[src/design/wbct_pkg.sv]
// ----------------------------------------------------------------------------
// wbct_pkg
// shared types and constants of the windowed blob centroid tracker
// ----------------------------------------------------------------------------
package wbct_pkg;

  localparam int IMG_HEIGHT = 120;
  localparam int IMG_WIDTH  = 160;

  localparam int ROW_W   = 7;
  localparam int COL_W   = 8;
  localparam int VALUE_W = 8;
  localparam int SUM_W   = 22;
  localparam int COUNT_W = 15;
  localparam int SPEED_ROW_W = 8;
  localparam int SPEED_COL_W = 9;

  localparam int CFG_INDEX_W = 2;
  localparam int CFG_DATA_W  = 8;

  localparam logic [CFG_INDEX_W-1:0] REG_ROW_MIN = 2'd0;
  localparam logic [CFG_INDEX_W-1:0] REG_ROW_MAX = 2'd1;
  localparam logic [CFG_INDEX_W-1:0] REG_COL_MIN = 2'd2;
  localparam logic [CFG_INDEX_W-1:0] REG_COL_MAX = 2'd3;

  localparam logic [ROW_W-1:0] ROW_MAX_RESET = ROW_W'(IMG_HEIGHT);
  localparam logic [COL_W-1:0] COL_MAX_RESET = COL_W'(IMG_WIDTH);

  localparam int DIV_STEPS = SUM_W;
  localparam int DIV_CNT_W = $clog2(DIV_STEPS);

  typedef struct packed {
    logic accept;
    logic start_div;
    logic load_out;
  } cmd_t;

  typedef struct packed {
    logic div_done;
    logic out_free;
  } status_t;

endpackage

[src/design/wbct_div.sv]
// ----------------------------------------------------------------------------
// wbct_div
// restoring divider, one quotient bit per clock
// ----------------------------------------------------------------------------
module wbct_div (
  input  logic                          clk,
  input  logic                          rst,
  input  logic                          start,
  input  logic [wbct_pkg::SUM_W-1:0]    dividend,
  input  logic [wbct_pkg::COUNT_W-1:0]  divisor,
  output logic                          busy,
  output logic                          done,
  output logic [wbct_pkg::SUM_W-1:0]    quotient
);
  import wbct_pkg::*;

  logic [SUM_W-1:0]     quo;
  logic [COUNT_W-1:0]   rem;
  logic [COUNT_W-1:0]   dsr;
  logic [DIV_CNT_W-1:0] cnt;
  logic [COUNT_W:0]     shifted;
  logic [COUNT_W:0]     diff;
  logic                 fits;

  assign shifted = {rem, quo[SUM_W-1]};
  assign fits    = shifted >= {1'b0, dsr};
  assign diff    = shifted - {1'b0, dsr};

  always_ff @(posedge clk) begin
    if (rst) begin
      busy <= 1'b0;
      done <= 1'b0;
      cnt  <= '0;
    end else begin
      done <= 1'b0;
      if (start) begin
        busy <= 1'b1;
        cnt  <= '0;
      end else if (busy) begin
        cnt <= cnt + 1'b1;
        if (cnt == DIV_CNT_W'(DIV_STEPS - 1)) begin
          busy <= 1'b0;
          done <= 1'b1;
        end
      end
    end
  end

  always_ff @(posedge clk) begin
    if (start) begin
      quo <= dividend;
      rem <= '0;
      dsr <= divisor;
    end else if (busy) begin
      quo <= {quo[SUM_W-2:0], fits};
      rem <= fits ? diff[COUNT_W-1:0] : shifted[COUNT_W-1:0];
    end
  end

  assign quotient = quo;

`ifndef SYNTHESIS
  a_start_busy: assert property (@(posedge clk) disable iff (rst) start |=> busy)
    else $error("divider not busy after start");
`endif

endmodule

[src/design/wbct_datapath.sv]
// ----------------------------------------------------------------------------
// wbct_datapath
// window registers, accumulators, dividers and output register
// ----------------------------------------------------------------------------
module wbct_datapath (
  input  logic                              clk,
  input  logic                              rst,
  input  logic                              cfg_we,
  input  logic [wbct_pkg::CFG_INDEX_W-1:0]  cfg_index,
  input  logic [wbct_pkg::CFG_DATA_W-1:0]   cfg_data,
  input  logic [wbct_pkg::VALUE_W-1:0]      pixel_value,
  input  logic [wbct_pkg::ROW_W-1:0]        pixel_row,
  input  logic [wbct_pkg::COL_W-1:0]        pixel_col,
  input  wbct_pkg::cmd_t                    cmd,
  output wbct_pkg::status_t                 status,
  output logic [wbct_pkg::ROW_W-1:0]        center_row,
  output logic [wbct_pkg::COL_W-1:0]        center_col,
  output logic [wbct_pkg::SPEED_ROW_W-1:0]  speed_row,
  output logic [wbct_pkg::SPEED_COL_W-1:0]  speed_col,
  output logic                              target_found,
  output logic                              out_valid,
  input  logic                              out_ready
);
  import wbct_pkg::*;

  logic [ROW_W-1:0]   row_min, row_max;
  logic [COL_W-1:0]   col_min, col_max;
  logic [SUM_W-1:0]   row_sum, col_sum;
  logic [COUNT_W-1:0] hit_count;
  logic [ROW_W-1:0]   prev_center_row;
  logic [COL_W-1:0]   prev_center_col;
  logic               none_found;

  logic               hit, room;
  logic [SUM_W:0]     row_sum_try, col_sum_try;
  logic [SUM_W-1:0]   row_sum_next, col_sum_next;
  logic [COUNT_W-1:0] hit_count_next;

  logic               row_busy, col_busy, row_done, col_done;
  logic [SUM_W-1:0]   row_quo, col_quo;

  logic [ROW_W-1:0]   cr;
  logic [COL_W-1:0]   cc;

  always_ff @(posedge clk) begin
    if (rst) begin
      row_min <= '0;
      row_max <= ROW_MAX_RESET;
      col_min <= '0;
      col_max <= COL_MAX_RESET;
    end else if (cfg_we) begin
      unique case (cfg_index)
        REG_ROW_MIN: row_min <= cfg_data[ROW_W-1:0];
        REG_ROW_MAX: row_max <= cfg_data[ROW_W-1:0];
        REG_COL_MIN: col_min <= cfg_data[COL_W-1:0];
        REG_COL_MAX: col_max <= cfg_data[COL_W-1:0];
      endcase
    end
  end

  // target pixel inside image and window
  assign hit = (pixel_value == '0) &&
               (int'(pixel_row) < IMG_HEIGHT) && (int'(pixel_col) < IMG_WIDTH) &&
               (pixel_row >= row_min) && (pixel_row < row_max) &&
               (pixel_col >= col_min) && (pixel_col < col_max);

  assign row_sum_try = {1'b0, row_sum} + (SUM_W+1)'(pixel_row);
  assign col_sum_try = {1'b0, col_sum} + (SUM_W+1)'(pixel_col);
  assign room = (hit_count != '1) && !row_sum_try[SUM_W] && !col_sum_try[SUM_W];

  always_comb begin
    row_sum_next   = row_sum;
    col_sum_next   = col_sum;
    hit_count_next = hit_count;
    if (hit && room) begin
      row_sum_next   = row_sum_try[SUM_W-1:0];
      col_sum_next   = col_sum_try[SUM_W-1:0];
      hit_count_next = hit_count + 1'b1;
    end
  end

  always_ff @(posedge clk) begin
    if (rst) begin
      row_sum   <= '0;
      col_sum   <= '0;
      hit_count <= '0;
    end else if (cmd.start_div) begin
      row_sum   <= '0;
      col_sum   <= '0;
      hit_count <= '0;
    end else if (cmd.accept) begin
      row_sum   <= row_sum_next;
      col_sum   <= col_sum_next;
      hit_count <= hit_count_next;
    end
  end

  always_ff @(posedge clk) begin
    if (cmd.start_div) begin
      none_found <= (hit_count_next == '0);
    end
  end

  wbct_div u_row_div (
    .clk      (clk),
    .rst      (rst),
    .start    (cmd.start_div),
    .dividend (row_sum_next),
    .divisor  (hit_count_next),
    .busy     (row_busy),
    .done     (row_done),
    .quotient (row_quo)
  );

  wbct_div u_col_div (
    .clk      (clk),
    .rst      (rst),
    .start    (cmd.start_div),
    .dividend (col_sum_next),
    .divisor  (hit_count_next),
    .busy     (col_busy),
    .done     (col_done),
    .quotient (col_quo)
  );

  assign cr = none_found ? prev_center_row : row_quo[ROW_W-1:0];
  assign cc = none_found ? prev_center_col : col_quo[COL_W-1:0];

  always_ff @(posedge clk) begin
    if (rst) begin
      prev_center_row <= '0;
      prev_center_col <= '0;
      out_valid       <= 1'b0;
    end else begin
      if (cmd.load_out) begin
        prev_center_row <= cr;
        prev_center_col <= cc;
        out_valid       <= 1'b1;
      end else if (out_ready) begin
        out_valid <= 1'b0;
      end
    end
  end

  always_ff @(posedge clk) begin
    if (cmd.load_out) begin
      center_row   <= cr;
      center_col   <= cc;
      speed_row    <= {1'b0, cr} - {1'b0, prev_center_row};
      speed_col    <= {1'b0, cc} - {1'b0, prev_center_col};
      target_found <= !none_found;
    end
  end

  assign status.div_done = row_done && col_done && !row_busy && !col_busy;
  assign status.out_free = !out_valid || out_ready;

`ifndef SYNTHESIS
  a_load_valid: assert property (@(posedge clk) disable iff (rst)
    cmd.load_out |=> out_valid)
    else $error("result word lost after load");
  a_no_target_speed: assert property (@(posedge clk) disable iff (rst)
    (out_valid && !target_found) |-> (speed_row == '0 && speed_col == '0))
    else $error("nonzero speed without target");
  a_div_lockstep: assert property (@(posedge clk) disable iff (rst)
    row_done == col_done)
    else $error("dividers out of step");
`endif

endmodule

[src/design/wbct_ctrl.sv]
// ----------------------------------------------------------------------------
// wbct_ctrl
// controller: pixel intake, frame-end divide, result hand-off
// ----------------------------------------------------------------------------
module wbct_ctrl (
  input  logic               clk,
  input  logic               rst,
  input  logic               in_valid,
  input  logic               in_last,
  output logic               in_ready,
  input  wbct_pkg::status_t  status,
  output wbct_pkg::cmd_t     cmd
);
  import wbct_pkg::*;

  localparam logic [1:0] ST_IDLE = 2'd0;
  localparam logic [1:0] ST_DIV  = 2'd1;
  localparam logic [1:0] ST_OUT  = 2'd2;

  logic [1:0] state, state_next;

  assign in_ready      = (state == ST_IDLE);
  assign cmd.accept    = in_valid && in_ready;
  assign cmd.start_div = cmd.accept && in_last;
  assign cmd.load_out  = (state == ST_OUT) && status.out_free;

  always_comb begin
    state_next = state;
    unique case (state)
      ST_IDLE: if (cmd.start_div) state_next = ST_DIV;
      ST_DIV:  if (status.div_done) state_next = ST_OUT;
      ST_OUT:  if (status.out_free) state_next = ST_IDLE;
      default: state_next = ST_IDLE;
    endcase
  end

  always_ff @(posedge clk) begin
    if (rst) begin
      state <= ST_IDLE;
    end else begin
      state <= state_next;
    end
  end

`ifndef SYNTHESIS
  a_done_in_div: assert property (@(posedge clk) disable iff (rst)
    status.div_done |-> state == ST_DIV)
    else $error("divide finished outside divide state");
`endif

endmodule

[src/design/windowed_blob_centroid_tracker.sv]
// ----------------------------------------------------------------------------
// windowed_blob_centroid_tracker
// centroid and frame-to-frame speed of zero-valued pixels inside a window
// ----------------------------------------------------------------------------
// Pixels are taken one per clock in raster order. The pixel flagged by tlast
// closes the frame: the input then stalls while two bit-serial dividers (22
// steps, one quotient bit per clock) form the centroid, and longer if the
// previous result word has not yet been taken. One result word leaves per
// frame; the window registers must be written by the user through the cfg
// port while no frame is in progress; the block itself does not enforce it.
module windowed_blob_centroid_tracker (
  input  logic        clk,
  input  logic        rst,
  input  logic        cfg_we,
  input  logic [1:0]  cfg_index,
  input  logic [7:0]  cfg_data,
  input  logic        s_axis_tvalid,
  output logic        s_axis_tready,
  // pixel_value[7:0], pixel_row[14:8], pixel_col[22:15], zero pad
  input  logic [23:0] s_axis_tdata,
  input  logic        s_axis_tlast,
  output logic        m_axis_tvalid,
  input  logic        m_axis_tready,
  // center_row[6:0], center_col[14:7], speed_row[22:15], speed_col[31:23]
  output logic [31:0] m_axis_tdata,
  // target_found[0]
  output logic        m_axis_tuser
);
  import wbct_pkg::*;

  cmd_t                   cmd;
  status_t                status;
  logic [ROW_W-1:0]       center_row;
  logic [COL_W-1:0]       center_col;
  logic [SPEED_ROW_W-1:0] speed_row;
  logic [SPEED_COL_W-1:0] speed_col;

  wbct_ctrl u_ctrl (
    .clk      (clk),
    .rst      (rst),
    .in_valid (s_axis_tvalid),
    .in_last  (s_axis_tlast),
    .in_ready (s_axis_tready),
    .status   (status),
    .cmd      (cmd)
  );

  wbct_datapath u_datapath (
    .clk          (clk),
    .rst          (rst),
    .cfg_we       (cfg_we),
    .cfg_index    (cfg_index),
    .cfg_data     (cfg_data),
    .pixel_value  (s_axis_tdata[7:0]),
    .pixel_row    (s_axis_tdata[14:8]),
    .pixel_col    (s_axis_tdata[22:15]),
    .cmd          (cmd),
    .status       (status),
    .center_row   (center_row),
    .center_col   (center_col),
    .speed_row    (speed_row),
    .speed_col    (speed_col),
    .target_found (m_axis_tuser),
    .out_valid    (m_axis_tvalid),
    .out_ready    (m_axis_tready)
  );

  assign m_axis_tdata = {speed_col, speed_row, center_col, center_row};

endmodule
[config.mk]
export PLATFORM = sky130hd
export DESIGN_NAME = windowed_blob_centroid_tracker
export DESIGN_NICKNAME = d
export VERILOG_FILES = /design/src/design/wbct_pkg.sv /design/src/design/wbct_div.sv /design/src/design/wbct_datapath.sv /design/src/design/wbct_ctrl.sv /design/src/design/windowed_blob_centroid_tracker.sv
export SDC_FILE = /design/constraint.sdc
export NUM_CORES = 1
export LEC_CHECK = 0
export ABC_CLOCK_PERIOD_IN_PS = 3000
export BUFFER_PORTS_ARGS = -buffer_cell sky130_fd_sc_hd__buf_2
export CORE_AREA = 2 2 163 165
export CTS_CLUSTER_SIZE = 20
export DETAILED_ROUTE_END_ITERATION = 16
export DIE_AREA = 0 0 165 167
export PLACE_DENSITY = 0.82
export SLEW_MARGIN = 20
export SYNTH_ARGS = -nofsm -noshare
export SYNTH_HDL_FRONTEND = slang
export SYNTH_SLANG_ARGS = --single-unit
[constraint.sdc]
create_clock -name clk -period 3 [get_ports clk]
set_input_delay 0.3 -clock clk [delete_from_list [all_inputs] [get_ports clk]]
set_output_delay 0.3 -clock clk [all_outputs]
set_load 0.05 [all_outputs]
==> results of run 1 <==
[flip-flops by register name, summed over array words and instances (netlist names), 2 cells and up]
signal,cells
u_datapath.row_max,7
u_ctrl.state,2
u_datapath.u_row_div.quotient,22
u_datapath.u_row_div.rem,15
u_datapath.prev_center_row,7
u_datapath.speed_row,8
u_datapath.col_min,8
u_datapath.center_row,7
u_datapath.u_row_div.cnt,5
u_datapath.u_col_div.quotient,22
u_datapath.center_col,8
u_datapath.row_min,7
u_datapath.prev_center_col,8
u_datapath.row_sum,22
u_datapath.speed_col,9
u_datapath.u_row_div.dsr,15
u_datapath.col_max,8
u_datapath.u_col_div.rem,15
u_datapath.col_sum,22
u_datapath.u_col_div.cnt,5
u_datapath.hit_count,15
[worst max path at each step]
stage | to | slack (ns)
6_report | u_datapath.col_sum[19] | -0.05
5_1_grt | u_datapath.none_found | -0.17
4_1_cts | u_datapath.col_sum[19] | -0.01
3_5_place_dp | u_datapath.u_col_div.quotient[21] | -0.37
3_3_place_gp | u_datapath.col_sum[17] | -0.23
2_1_floorplan | u_datapath.col_sum[17] | 0.02
[worst min-delay path, cell delays in order]
cell and delay (ns):
buf_2 0.14, nand2_1 0.06, a21oi_1 0.05
[routing by layer]
metal | global-route usage | part of all wire
met3 | 0.0384 | 0.067
met4 | 0.0904 | 0.035
met1 | 0.321 | 0.43
met5 | 0 | 0.00026
met2 | 0.392 | 0.47
[logic make-up after synthesis]
group           count (synthesis)  synth area share
xor+xnor                      132            0.0822
compound gates                297             0.132
fa+ha+maj                      99            0.0913
simple gates                  555             0.190
mux                            61            0.0445
buf+inv                       169            0.0463
flops                         244             0.414
[power breakdown]
group | switching, mW | internal, mW
combinational | 0.779 | 0.565
sequential | 0.127 | 3.64
clock | 1.40 | 2.00
[area by class of cell]
cell class | count | area, um2
inverters | 93 | 349
well taps | 335 | 419
fillers | 1926 | 9030
multi-input cells | 1144 | 7920
clock inverters | 14 | 165
flip-flops and latches | 244 | 5820
clock buffers | 36 | 739
repair buffers | 186 | 1320
[metrics by stage]
step	instance area (um2)	TNS, ns
4_1_cts	16400	-0.00952
2_1_floorplan	14100	0
3_3_place_gp	15400	-5.06
5_1_grt	16700	-1.72
3_5_place_dp	15400	-13.28
6_report	16700	-0.109
[layout by cell type (no fill, tap or decap), drive strengths merged, types with 6 or more instances in the layout]
master	instances
buf	184
nand2	161
nor2	160
dfxtp	151
inv	94
edfxtp	93
ha	93
o21ai	91
a21oi	90
xnor2	68
xor2	64
nor3	52
mux2i	49
nand3	37
clkbuf	37
nand4	33
a211oi	29
a21o	26
nor4	21
nor2b	18
nand2b	17
and3	15
mux2	12
or3	10
o21a	9
o21bai	8
clkinv	8
o211ai	7
and4	6
or4	6
fa	6
[repair_timing]
| action | 4_1_cts | 5_1_grt |
|---|---|---|
| hold buffers | 1 | 0 |
| resized for setup | 15 | 48 |
| endpoints found under the setup margin | 51 | 85 |
| gates cloned | 0 | 1 |
| pin swaps | 3 | 11 |
| buffers inserted | 1 | 10 |
| endpoints found under the hold margin | 1 | 0 |
==> results.json, run 1 <==
{
  "postRouteWirelength_um": 34000,
  "tritoncts": "built",
  "crit_arrival_ns": 3.55,
  "clk_pin_slew_worst_paths_ns": 0.06,
  "ys_warn_count": 0,
  "outcome": "complete, but fails checks",
  "syn_area_mm2": 0.0141,
  "place.gp.congestion": 0.879,
  "slowest_stage": "or4_4",
  "path_max_fanout": 6,
  "min_path_cells": 3,
  "rsz0062_at_grt": "yes",
  "vdd_drop_max_uv": 436,
  "syn2layout_area_growth_pct": 19.0,
  "fmax_mhz": 328,
  "cts_sinks": 244,
  "hold_class": "in2reg",
  "synth_most_common_cell": "nand2_1",
  "synth_edf_count": 93,
  "h-tree-depth": 1,
  "violations": "setup timing",
  "drt-vias-per-instance": 5.81,
  "max_slew_margin": 0.518,
  "yosysTopAreaCellShare": 0.215,
  "root_buffer": "clkbuf_16",
  "die_h_um": 167,
  "worstPathRequired_ns": 3.50,
  "grt-ovfl-total": 0,
  "yosys_most_used_dff": "dfxtp_1",
  "grtUsageTotal": 0.241,
  "clock_path_buffers": 3,
  "grt_start_max_net_pins": 52,
  "design.die.area_mm2": 0.0276,
  "drtPass1Iterations": 5,
  "insertion_delay_ns": 0.56,
  "antenna_cells": 0,
  "min_from": "cfg_data[4]",
  "final_nets": 1835,
  "cp.buffers_inverters": 0,
  "slew_viol_final": 0,
  "cp-end-kind": "flop",
  "ys_ff_latch": 244,
  "r2r.worst_path.cells": 10,
  "final_util": 0.650,
  "hold_violations": 0,
  "whs_ns": 0.0498,
  "synth.net_count": 1696,
  "syn_area_per_cell_um2": 9.03,
  "grt_first_pass_wirelength_um": 54400,
  "die_w_um": 165,
  "max_stage_delay_ns": 0.57,
  "path_depth": 10,
  "fp-row-count": 59,
  "regToRegSetupSlack_ns": -0.05,
  "fin_ws_ns": -0.0520,
  "antenna_found_initial": 1,
  "crit_top_cell": "or4_4",
  "async_flop_share": 0,
  "grt_pass1_vias": 11300,
  "synth.distinct_cells": 68,
  "period_share": 1.02,
  "drt_iter0_markers": 1066,
  "io_pins": 75,
  "finClkSkew_ns": 0.0200,
  "setup_viol": 5,
  "worst_slew_pin_slew_ns": 0.724,
  "criticalPathCategory": "reg2reg",
  "synth_cells": 1557,
  "synth_top_area_cell": "dfxtp_1",
  "fin_cells": 2052,
  "powerDensity_mw_per_mm2": 508,
  "path_cells": "ha_4, fa_2, a211oi_4, o21ai_2, nand3_2, nor4_2, or4_4, or4_4, or3_4, a21oi_2",
  "seq_area_frac_synth": 0.414,
  "core-area_mm2": 0.0258,
  "vias": 11900,
  "reg2reg_to": "u_datapath.col_sum[19]",
  "start_util": 0.546,
  "dp.cells": 1989,
  "avgRoutedWirePerCell_um": 16.6,
  "p_total_mw": 8.50,
  "crit_path_start_kind": "flop",
  "drive_above_1_share": 0.177,
  "ys_top_cells_by_area": "dfxtp_1 (21%), edfxtp_1 (20%), ha_1 (8.3%)",
  "min_to": "u_datapath.col_max[4]",
  "timing.rr.start": "u_datapath.row_sum[0]",
  "drv_cap": 0,
  "final_period_minus_worst_setup_slack_ns": 3.05,
  "cp_top_family": "simple AND/OR/NAND/NOR gates",
  "portBuffers": 73,
  "numCtsBuffers": 27,
  "pre_cts_slack_ns": -0.369,
  "leakage_nw": 6.76,
  "startpoint": "u_datapath.row_sum[0]",
  "netlist_top_cells_count": "nand2_1 (161), nor2_1 (160), dfxtp_1 (151)",
  "drc": 0,
  "antenna_left": 0,
  "hpwl_um": 23900
}
Note: power is estimated with default switching activity, not from simulation.
==> run 2: changes to the inputs <==
ABC_AREA = 1   (was unset)
CORE_AREA = 2 2 167 169   (was 2 2 163 165)
DIE_AREA = 0 0 169 171   (was 0 0 165 167)
==> results.json, run 2 <==
{
  "tns_ns": 0,
  "core-area_mm2": 0.0273,
  "grt_pass1_vias": 12200,
  "synth_cells": 1996,
  "ys_ff_latch": 244,
  "fp-row-count": 61,
  "seq_area_frac_synth": 0.396,
  "drv_cap": 0,
  "syn2layout_area_growth_pct": 11.2,
  "yosys_most_used_dff": "dfxtp_1",
  "yosysTopAreaCellShare": 0.206,
  "timing.rr.start": "u_datapath.col_sum[0]",
  "max_slew_margin": 0.305,
  "antenna_left": 0,
  "path_max_fanout": 55,
  "criticalPathCategory": "reg2reg",
  "pre_cts_slack_ns": 0.117,
  "fin_ws_ns": 0.233,
  "insertion_delay_ns": 0.53,
  "portBuffers": 73,
  "finClkSkew_ns": 0.0122,
  "clock_path_buffers": 3,
  "rsz0062_at_grt": "no",
  "worstPathRequired_ns": 3.41,
  "final_period_minus_worst_setup_slack_ns": 2.77,
  "final_common_cell": "nand2_1",
  "powerDensity_mw_per_mm2": 586,
  "drt_iter0_markers": 1345,
  "crit_path_start_kind": "flop",
  "synth_edf_count": 93,
  "async_flop_share": 0,
  "drtPass1Iterations": 6,
  "die_w_um": 169,
  "whs_ns": 0.0573,
  "grt_start_max_net_pins": 90,
  "synth_top_area_cell": "dfxtp_1",
  "die_h_um": 171,
  "grt_first_pass_wirelength_um": 57900,
  "setup_viol": 0,
  "dpl-instance-area_mm2": 0.0154,
  "antenna_found_initial": 0,
  "hold_class": "in2reg",
  "vdd_drop_max_uv": 407,
  "place.gp.congestion": 0.923,
  "crit_arrival_ns": 3.18,
  "synth.net_count": 2135,
  "layout_common_cells": "nand2_1 (483), inv_1 (272), o21ai_0 (190)",
  "slew_viol_final": 0,
  "start_util": 0.537,
  "fmax_mhz": 361,
  "io_pins": 75,
  "min_from": "cfg_data[6]",
  "hold_violations": 0,
  "vias": 13200,
  "drive_above_1_share": 0.0813,
  "clk_pin_slew_worst_paths_ns": 0.06,
  "tritoncts": "built",
  "min_path_cells": 3,
  "netlist_top_cells_count": "nand2_1 (485), inv_1 (272), o21ai_0 (191)",
  "ys_warn_count": 0,
  "antenna_cells": 0,
  "ys_top_cells_by_area": "dfxtp_1 (21%), edfxtp_1 (19%), nand2_1 (12%)",
  "drt-vias-per-instance": 5.43,
  "cp-end-kind": "flop",
  "h-tree-depth": 1,
  "outcome": "finished, final reports clean",
  "grtUsageTotal": 0.242,
  "postRouteWirelength_um": 35100,
  "hpwl_um": 25600,
  "startpoint": "u_datapath.col_sum[0]",
  "r2r.worst_path.cells": 12,
  "design.die.area_mm2": 0.0289,
  "drc": 0,
  "root_buffer": "clkbuf_16",
  "final_nets": 2197,
  "grt-ovfl-total": 0,
  "synth_most_common_cell": "nand2_1",
  "cts_sinks": 244,
  "numCtsBuffers": 26,
  "synth.distinct_cells": 45,
  "syn_area_per_cell_um2": 7.35,
  "fin_area_mm2": 0.0163,
  "worst_slew_pin_slew_ns": 1.03,
  "period_share": 0.922,
  "avgRoutedWirePerCell_um": 14.5,
  "leakage_nw": 7.73,
  "syn_area_mm2": 0.0147,
  "p_total_mw": 9.57
}
run 2: changes by cell type in the layout (fill, tap and decap cells not counted), sizes merged, moves of 17 or more:
cell | before | now
nand2 | 161 | 487
inv | 94 | 278
o21ai | 91 | 210
buf | 184 | 102
a21oi | 90 | 170
mux2i | 49 | 0
xnor2 | 68 | 23
nand3 | 37 | 68
a211oi | 29 | 1
nor3 | 52 | 26
nor2b | 18 | 0
nand2b | 17 | 0
nor2 | 160 | 177
run 2: area by class of cell:
type	instances	area, um2
Multi-Input combinational cell	1404	7530
Clock inverter	9	120
Timing Repair Buffer	103	631
Clock buffer	39	751
Tap cell	346	433
Fill cell	2418	11000
Inverter	279	1050
Sequential cell	244	5820
run 2: cells by family (layout without fill, tap and decap cells):
| family | after synthesis | count (layout) | share of synthesized area |
|---|---|---|---|
| buffers and inverters | 348 | 430 | 0.0919 |
| and+or+nand+nor | 813 | 813 | 0.231 |
| DFF | 244 | 244 | 0.396 |
| adders and majority gates | 99 | 99 | 0.0875 |
| xor gates and xnor gates | 75 | 75 | 0.0447 |
| AOI/OAI and AO/OA | 417 | 417 | 0.149 |
run 2: report_power, final:
group          leakage, nW  internal (mW)  switching [mW]
Clock                0.422           1.98            1.30
Sequential            2.12           3.80           0.204
Combinational         5.19          0.812            1.47
Total                 7.73           6.59            2.98
run 2: critical path: stages (launching register included):
cell and delay [ns]:
dfxtp_1 0.31, ha_1 0.24, fa_1 0.45, nand3_1 0.10
nand2_1 0.16, nand3_1 0.16, nand2_2 0.11, nand3_4 0.11
nand3_2 0.12, buf_12 0.21, o21ai_0 0.49, nand2_1 0.10
nand2_1 0.08
run 2: stage by stage:
stage,cells,util
after global routing,2424,0.597
after floorplan,1996,-
after global placement,2373,0.565
after CTS,2422,0.597
after detailed placement,2373,0.565
final,2424,0.597
run 2: path summary, 6_finish.rpt:
path,end,slack [ns]
hold reg to reg,u_datapath.col_min[3],0.46
hold / removal,u_datapath.row_max[6],0.06
setup / recovery,u_datapath.u_col_div.quotient[3],0.23
setup reg to reg,u_datapath.u_col_div.quotient[3],0.23
run 2: per-layer routing:
metal / vias up / track usage / share of wire
met4: 0 / 0.0602 / 0.020
met2: 445 / 0.404 / 0.45
met3: 57 / 0.0379 / 0.071
met1: 6011 / 0.331 / 0.46
li1: 6658 / - / -
met5: - / 0 / 0
run 2: timing repair:
action / 4_1_cts / 5_1_grt
hold buffers: 1 / 0
gates resized for setup: 0 / 1
setup buffers: 0 / 2
setup endpoints to repair: 0 / 4
endpoints found under the hold margin: 1 / 0
